## src/rtl/imlp_pkg.sv

```systemverilog
package imlp_pkg;

  // Default sizes of the network.
  localparam int FEATURES_DEF = 64;
  localparam int HIDDEN_DEF   = 32;
  localparam int CLASSES_DEF  = 8;

  // Configuration port.
  localparam int CFG_IDX_W  = 2;
  localparam int CFG_DATA_W = 20;
  localparam logic [CFG_DATA_W-1:0] SCALE_RESET = 20'd65536;

  typedef enum logic [CFG_IDX_W-1:0] {
    REG_L1_WSCALE = 2'd0,
    REG_L1_BSCALE = 2'd1,
    REG_L2_WSCALE = 2'd2,
    REG_L2_BSCALE = 2'd3
  } cfg_reg_e;

  // Operation codes of an input item.
  typedef enum logic [2:0] {
    FUNC_LOAD_W1   = 3'd0,
    FUNC_LOAD_B1   = 3'd1,
    FUNC_LOAD_W2   = 3'd2,
    FUNC_LOAD_B2   = 3'd3,
    FUNC_LOAD_NORM = 3'd4,
    FUNC_FEATURE   = 3'd5
  } func_e;

  // Softmax widths: exp values are Q1.16, the sum covers up to 64 classes.
  localparam int EXP_W = 17;
  localparam int SUM_W = 23;
  localparam int PROB_W = 16;

  typedef struct packed {
    logic [2:0]         func;
    logic [7:0]         row;
    logic [6:0]         col;
    logic signed [7:0]  quant_value;
    logic signed [15:0] norm_mean;
    logic [15:0]        norm_recip;
    logic signed [15:0] feature_value;
  } in_item_t;

  typedef struct packed {
    logic [5:0]  class_index;
    logic [15:0] probability;
    logic [5:0]  best_class;
    logic        last;
  } out_item_t;

  typedef logic [EXP_W-1:0] exp_tab_t [256];

  // exp(-k/16) in Q1.16, built by repeated rounded multiplication in Q32.
  function automatic exp_tab_t build_exp_table();
    exp_tab_t    tab;
    logic [63:0] t;
    logic [95:0] p;
    t = 64'd1 << 32;
    for (int k = 0; k < 256; k++) begin
      if (k > 0) begin
        p = 96'(t) * 96'd4034748382 + (96'd1 << 31);
        t = p[95:32];
      end
      tab[k] = EXP_W'((t + 64'd32768) >> 16);
    end
    return tab;
  endfunction

  localparam exp_tab_t EXP_TABLE = build_exp_table();

endpackage

```

## src/rtl/imlp_div.sv

```systemverilog
module imlp_div (
  input  logic                        clk,
  input  logic                        rst,
  input  logic                        start,
  input  logic [imlp_pkg::EXP_W-1:0]  num,
  input  logic [imlp_pkg::SUM_W-1:0]  den,
  output logic                        done,
  output logic [imlp_pkg::EXP_W-1:0]  quo
);
  import imlp_pkg::*;

  // Restoring divider for (num * 2^16) / den, one quotient bit per cycle.
  // The quotient never exceeds 2^16 because num is at most den.
  localparam int STEPS = EXP_W;
  localparam int CNT_W = $clog2(STEPS);

  logic               busy;
  logic [CNT_W-1:0]   cnt;
  logic [SUM_W:0]     rem;
  logic [SUM_W-1:0]   dvs;
  logic [SUM_W:0]     trial;
  logic               qbit;

  // The first step uses the numerator as is; later steps shift in a zero.
  always_comb begin
    trial = (cnt == '0) ? rem : {rem[SUM_W-1:0], 1'b0};
    qbit  = (trial >= {1'b0, dvs});
  end

  always_ff @(posedge clk) begin
    if (rst) begin
      busy <= 1'b0;
      done <= 1'b0;
      cnt  <= '0;
    end else begin
      done <= 1'b0;
      if (start) begin
        busy <= 1'b1;
        cnt  <= '0;
        rem  <= (SUM_W+1)'(num);
        dvs  <= den;
        quo  <= '0;
      end else if (busy) begin
        rem <= qbit ? (trial - {1'b0, dvs}) : trial;
        quo <= {quo[EXP_W-2:0], qbit};
        if (cnt == CNT_W'(STEPS - 1)) begin
          busy <= 1'b0;
          done <= 1'b1;
        end else begin
          cnt <= cnt + 1'b1;
        end
      end
    end
  end

endmodule
```

## config.mk

```make
export PLATFORM = sky130hd
export DESIGN_NAME = imlp_div
export DESIGN_NICKNAME = d
export VERILOG_FILES = /design/src/rtl/imlp_pkg.sv /design/src/rtl/imlp_div.sv
export SDC_FILE = /design/constraint.sdc
export NUM_CORES = 1
export LEC_CHECK = 0
export ABC_AREA = 1
export BUFFER_PORTS_ARGS = -buffer_cell sky130_fd_sc_hd__buf_2
export CELL_PAD_IN_SITES_DETAIL_PLACEMENT = 0
export CELL_PAD_IN_SITES_GLOBAL_PLACEMENT = 1
export CORE_ASPECT_RATIO = 1.25
export CORE_UTILIZATION = 43
export DETAILED_ROUTE_END_ITERATION = 8
export PLACE_DENSITY = 0.79
export SLEW_MARGIN = 0
export SYNTH_ARGS = -nofsm -noshare
export SYNTH_HDL_FRONTEND = slang
export SYNTH_SLANG_ARGS = --single-unit
export TNS_END_PERCENT = 10
```

## constraint.sdc

```tcl
create_clock -name clk -period 4.7 [get_ports clk]
set_input_delay 0.705 -clock clk [delete_from_list [all_inputs] [get_ports clk]]
set_output_delay 0.705 -clock clk [all_outputs]
set_load 0.01 [all_outputs]
```

# == After elaboration in Yosys (flattened, before gate mapping) ==
# Cells that the tools add are included.
# classes
addsub,2
multipliers,0
div_mod_pow,0
n_lt_le_gt_ge,1
eq_ne,1
shifts,0
muxes,9
bitwise_logic,3
n_reduce_logical,7
# op_table
op,n
two-way mux 24 bit,3
two-way mux 17 bit,2
greater-or-equal comparator 24 x 23 -> 1 bit,1
subtractor 24 x 23 -> 24 bit,1
AND reduction 2 bit,3
adder 5 x 1 -> 5 bit (second input constant),1
equality test 5 bit (second input constant),1
logical NOT 5 bit,1
two-way mux 1 bit,4
NOT 1 bit,3
OR reduction 3 bit,1
nonzero test 2 bit,1
OR reduction 2 bit,1
# word_totals
reg_bits,71
latch_bits,0
ram_bits,0
mem_bits_ro,0
out_inout_bits,18
wordCells,30
memories,0

# == Longest topological paths before layout ==
# logic_depth
ltp_word,6
mapped_depth,21
mapped_depth_nobuf,20

# == Least setup slack after synthesis ==
# Ideal clock, no wire load.
# synth_path
path_kind,input to register
startpoint,input port start
endpoint,register quo[0] in the netlist's numbering (enable)
setup_ns,0.453
arrival_time_ns,3.433
required_time_ns,4.247
slack_ns,0.813
path_stages,4
path_buffers,2
path_cell_list,clkbuf_1 clkinv_1 clkbuf_1 a21oi_1
# synth_via
elab_chain_cells,2
# synth_lines
item,line,text
start: declaration,imlp_div.sv:4,"input logic start,"
nonzero test 2 bit (no line),--,
AND reduction 2 bit (no line),--,
end signal: assignment,imlp_div.sv:45,"quo <= {quo[EXP_W-2:0], qbit};"
end: declaration,imlp_div.sv:8,output logic [imlp_pkg::EXP_W-1:0] quo
# No other way between the ends.
# A chain may end at the register's enable or synchronous reset.

# == Worst setup path after layout ==
# layout_path
startpoint,register cnt[1]
endpoint,"register quo[0] in the netlist's numbering, data pin"
# layout_via
elab_chain_cells,4
# layout_lines
item,line,text
start: declaration,imlp_div.sv:18,logic [CNT_W-1:0] cnt;
start signal: assignment,imlp_div.sv:50,cnt <= cnt + 1'b1;
logical NOT 5 bit,imlp_div.sv:26,"trial = (cnt == '0) ? rem : {rem[SUM_W-1:0], 1'b0};"
two-way mux 24 bit,imlp_div.sv:26,
greater-or-equal comparator 24 x 23 -> 1 bit,imlp_div.sv:27,"qbit = (trial >= {1'b0, dvs});"
two-way mux 17 bit,imlp_div.sv:43,end else if (busy) begin
# No other way between the ends. The select of a mux whose other input is x is not followed.

==> results.rst <==
.. list-table::
   :header-rows: 1

   * - Metric
     - Value
   * - Outcome
     - finished clean
   * - Final Routed Wirelength
     - 13360 µm
   * - Ys flop type
     - sky130_fd_sc_hd__edfxtp_1
   * - Count of cells resized by post-cts repair
     - 0
   * - Fmax
     - approximately 250 MHz
   * - Number of antenna violations at the first check in global routing
     - 0
   * - Residual DRC count
     - 0
   * - ANT cells
     - 0
   * - Max transition margin
     - 0.5803
   * - Xor-xnor portion of the synthesized cell area
     - 0.01376
   * - Most used routing layer in global routing
     - met2
   * - Element type at the critical path end
     - flip-flop
   * - Proportion of netlist area held by the largest area contributor
     - 0.3774
   * - Core utilization of the finished layout
     - 0.5090
   * - Critical Path Source Type
     - flip-flop
   * - Max cap viols
     - 0
   * - Most frequently used cell type in the post-synthesis netlist
     - sky130_fd_sc_hd__nand2_1
   * - Synth async-reset ratio
     - 0
   * - Cts bufs inserted
     - 9
   * - Total nets after synthesis
     - 785
   * - Cell at the root of the clock tree
     - sky130_fd_sc_hd__clkbuf_16
   * - Post-CTS Setup Repair Bufs
     - 0
   * - Largest family of logic cells by synthesized area
     - simple AND/OR/NAND/NOR gates
   * - EDFF count, synth
     - 64
   * - Yosys Warn Count
     - 0
   * - Clock sinks
     - 71
   * - First DRT Iteration DRCs
     - 315
   * - Die area
     - between 10000 and 15000 µm²
   * - Fraction of layout cells with a size suffix above 1
     - 0.1253
   * - Final TNS setup
     - 0 ps
   * - Leading post-synthesis cells by instance count
     - 227 x sky130_fd_sc_hd__nand2_1, 142 x sky130_fd_sc_hd__inv_1, 68 x sky130_fd_sc_hd__nor2_1, 64 x sky130_fd_sc_hd__edfxtp_1, 55 x sky130_fd_sc_hd__nand3_1
   * - Global-route wire length before repair
     - ~22000 µm
   * - Setup repair after global routing missed its margin
     - false
   * - Detail Placement HPWL
     - 10410 µm
   * - Slew at the pin with the worst max-slew slack
     - 629.6 ps
   * - Detailed-route vias per instance
     - 5.012
   * - CTS tree
     - built
   * - Initial Utilization
     - 0.4405
   * - Number of buffers added to fix hold violations after cts
     - 0
   * - Type of the setup path with the least slack
     - flip-flop to flip-flop
   * - Fraction of the mapped netlist area in adder cells
     - 0.06536
   * - Synthesized cell area
     - between 5000 and 6000 µm²
   * - Simple-Gate Fraction of Synth Area
     - 0.3349
   * - Mean routed wirelength per cell
     - 14.52 µm
   * - TritonRoute pass-1 iters
     - 5
   * - Maximum number of pins on one net before global-route repair
     - 46
   * - Number of vias after detailed routing
     - 4611
   * - Chip width
     - 99.34 µm
   * - Global Route met1 Usage
     - 0.3019
   * - PortBufs
     - 60
   * - GRT Resource Usage Total
     - 0.2324
   * - Max-slew violation count
     - 0
   * - Multiplexer share of the synthesized area
     - 0
   * - Routability-driven placement congestion ratio
     - 0.9463
   * - Global routing usage on met2
     - 0.3737
   * - Count of endpoints failing hold in the final timing report
     - 0
   * - Peak supply drop
     - 0.2264 mV
   * - Met3 capacity usage during global routing
     - 0.04602
   * - Worst min-delay path class
     - flip-flop to flip-flop
   * - Sequential element share of the synthesized area
     - 0.4049
   * - Synth Area in Compound Gates
     - 0.05823
   * - Leading post-synthesis cells by cell area
     - sky130_fd_sc_hd__edfxtp_1 38%, sky130_fd_sc_hd__nand2_1 17%, sky130_fd_sc_hd__inv_1 10%
   * - Number of instances in the synthesized netlist
     - 716
   * - Final critical-path share of the clock period
     - 0.8667
   * - Y dimension of the die
     - 123.7 µm
   * - Post-synthesis cell type count
     - 37
   * - Number of synthesized register bits
     - 71
   * - Ratio of total power to cell area
     - 400.5 nW/µm²
   * - Post-synthesis average cell area
     - about 7 µm²
   * - Layout overhead on the synthesized area
     - 15.55%
   * - Clock Pin Slew Worst Setup and Hold Paths
     - 60 ps
   * - Core ar.
     - ~12000 µm²
   * - Arrival time reported for the critical path endpoint
     - 4150 ps
   * - Vias in the first global route
     - 4392
   * - Standard-cell row count
     - 44
   * - Final setup vio count
     - 0
   * - Final net count
     - 846
   * - Insertion delay to the later sink of the worst-skew pair
     - 340 ps
   * - CP required
     - ~4800 ps
   * - Buffers from clock root to sink, at most
     - 2
   * - Antenna viol nets, final
     - 0
   * - Level count of the clock H-tree
     - 3
   * - Reported leakage power
     - roughly 3.0 nW
   * - Min cycle time layout
     - 4073 ps
   * - Synth area leader
     - sky130_fd_sc_hd__edfxtp_1
   * - Worst clock skew on the final layout
     - 7.530 ps
   * - Remaining global-route overflow
     - 0
   * - Largest fanout of any net on the critical path
     - 45
   * - I/O pins
     - 61
power by group:
group,switching [mW],internal (mW)
clock network,0.279,0.522
registers,0.0218,0.756
logic,0.513,0.265
final timing paths:
check	from	to	slack (ps)	cells after the start
setup / recovery	cnt[1]	quo[0]	630	15
hold reg to reg	cnt[0]	cnt[0]	510	2
hold / removal	cnt[0]	cnt[0]	510	2
setup reg to reg	cnt[1]	quo[0]	630	15
flip-flops by register name, indices dropped and copies added, names as in the netlist:
register / flops
busy: 1
cnt: 5
done: 1
dvs: 23
quo: 17
rem: 24
logic make-up (layout without fill, tap and decap cells):
logic type,after synthesis,after routing
AND/OR/NAND/NOR,397,397
buffers and inverters,160,226
flip-flops,71,71
AO/OA/AOI/OAI,54,54
adder cells (fa/ha/maj),26,26
XOR/XNOR,8,8
critical path, stage by stage (launching register included):
cell and delay, ps:
sky130_fd_sc_hd__dfxtp_1 320, sky130_fd_sc_hd__inv_1 80, sky130_fd_sc_hd__ha_1 260, sky130_fd_sc_hd__nand3_4 380, sky130_fd_sc_hd__o21ai_0 570, sky130_fd_sc_hd__ha_1 400
sky130_fd_sc_hd__nand2_1 160, sky130_fd_sc_hd__inv_1 50, sky130_fd_sc_hd__nand2_1 60, sky130_fd_sc_hd__nand2_1 60, sky130_fd_sc_hd__a21oi_1 240, sky130_fd_sc_hd__nand3_1 130
sky130_fd_sc_hd__nand2_2 390, sky130_fd_sc_hd__nand2_2 390, sky130_fd_sc_hd__inv_1 250, sky130_fd_sc_hd__nor2_1 50
layer usage:
| layer | up-vias | part of all wire |
|---|---|---|
| met3 | 22 | 0.055 |
| met4 | 0 | 0.030 |
| met5 | - | 0 |
| li1 | 2378 | - |
| met1 | 2087 | 0.46 |
| met2 | 124 | 0.45 |
final cells by class:
| type | instances | area [µm²] |
|---|---|---|
| Clock buffer | 10 | 229.0 |
| Clock inverter | 6 | 116.4 |
| Fill cell | 1163 | 5677 |
| Inverter | 144 | 540.5 |
| Multi-Input combinational cell | 485 | 2419 |
| Sequential cell | 71 | 2062 |
| Tap cell | 138 | 172.7 |
| Timing Repair Buffer | 66 | 345.3 |
cell usage in the layout, fill, tap and decap left out, types with 2 or more instances in the layout:
master,netlist,routed
sky130_fd_sc_hd__dfxtp_1,7,7
sky130_fd_sc_hd__edfxtp_1,64,64
sky130_fd_sc_hd__or2_2,2,2
sky130_fd_sc_hd__nor2_2,2,3
sky130_fd_sc_hd__xnor2_1,7,7
sky130_fd_sc_hd__buf_4,2,6
sky130_fd_sc_hd__clkbuf_16,0,9
sky130_fd_sc_hd__nand2_2,5,5
sky130_fd_sc_hd__a21oi_1,24,23
sky130_fd_sc_hd__and2_1,2,2
sky130_fd_sc_hd__nor2_1,68,67
sky130_fd_sc_hd__inv_1,142,142
sky130_fd_sc_hd__nand4_1,12,12
sky130_fd_sc_hd__nor3_1,7,7
sky130_fd_sc_hd__nand2_1,227,227
sky130_fd_sc_hd__ha_1,25,25
sky130_fd_sc_hd__bufinv_16,0,3
sky130_fd_sc_hd__nand3b_1,12,12
sky130_fd_sc_hd__clkinv_4,0,2
sky130_fd_sc_hd__nand3_1,55,55
sky130_fd_sc_hd__buf_2,2,60
sky130_fd_sc_hd__o21ai_0,23,23
sky130_fd_sc_hd__a21oi_4,1,2
sky130_fd_sc_hd__o21bai_1,2,2
per-stage QoR:
step           cell area (µm²)  instances  hold slack [ps]  total power [mW]  setup WS, ps
6_report                  5884        920            514.7             2.357         626.6
5_1_grt                   5884        920            524.1             2.499         237.3
3_5_place_dp              5539        904            502.2             1.558         670.0
4_1_cts                   5884        920            513.8             2.367         685.1
3_3_place_gp              5539        904            491.9             1.557         701.1
2_1_floorplan             5092        716            448.4             1.361         813.4
Power figures use the tool's default switching activity.
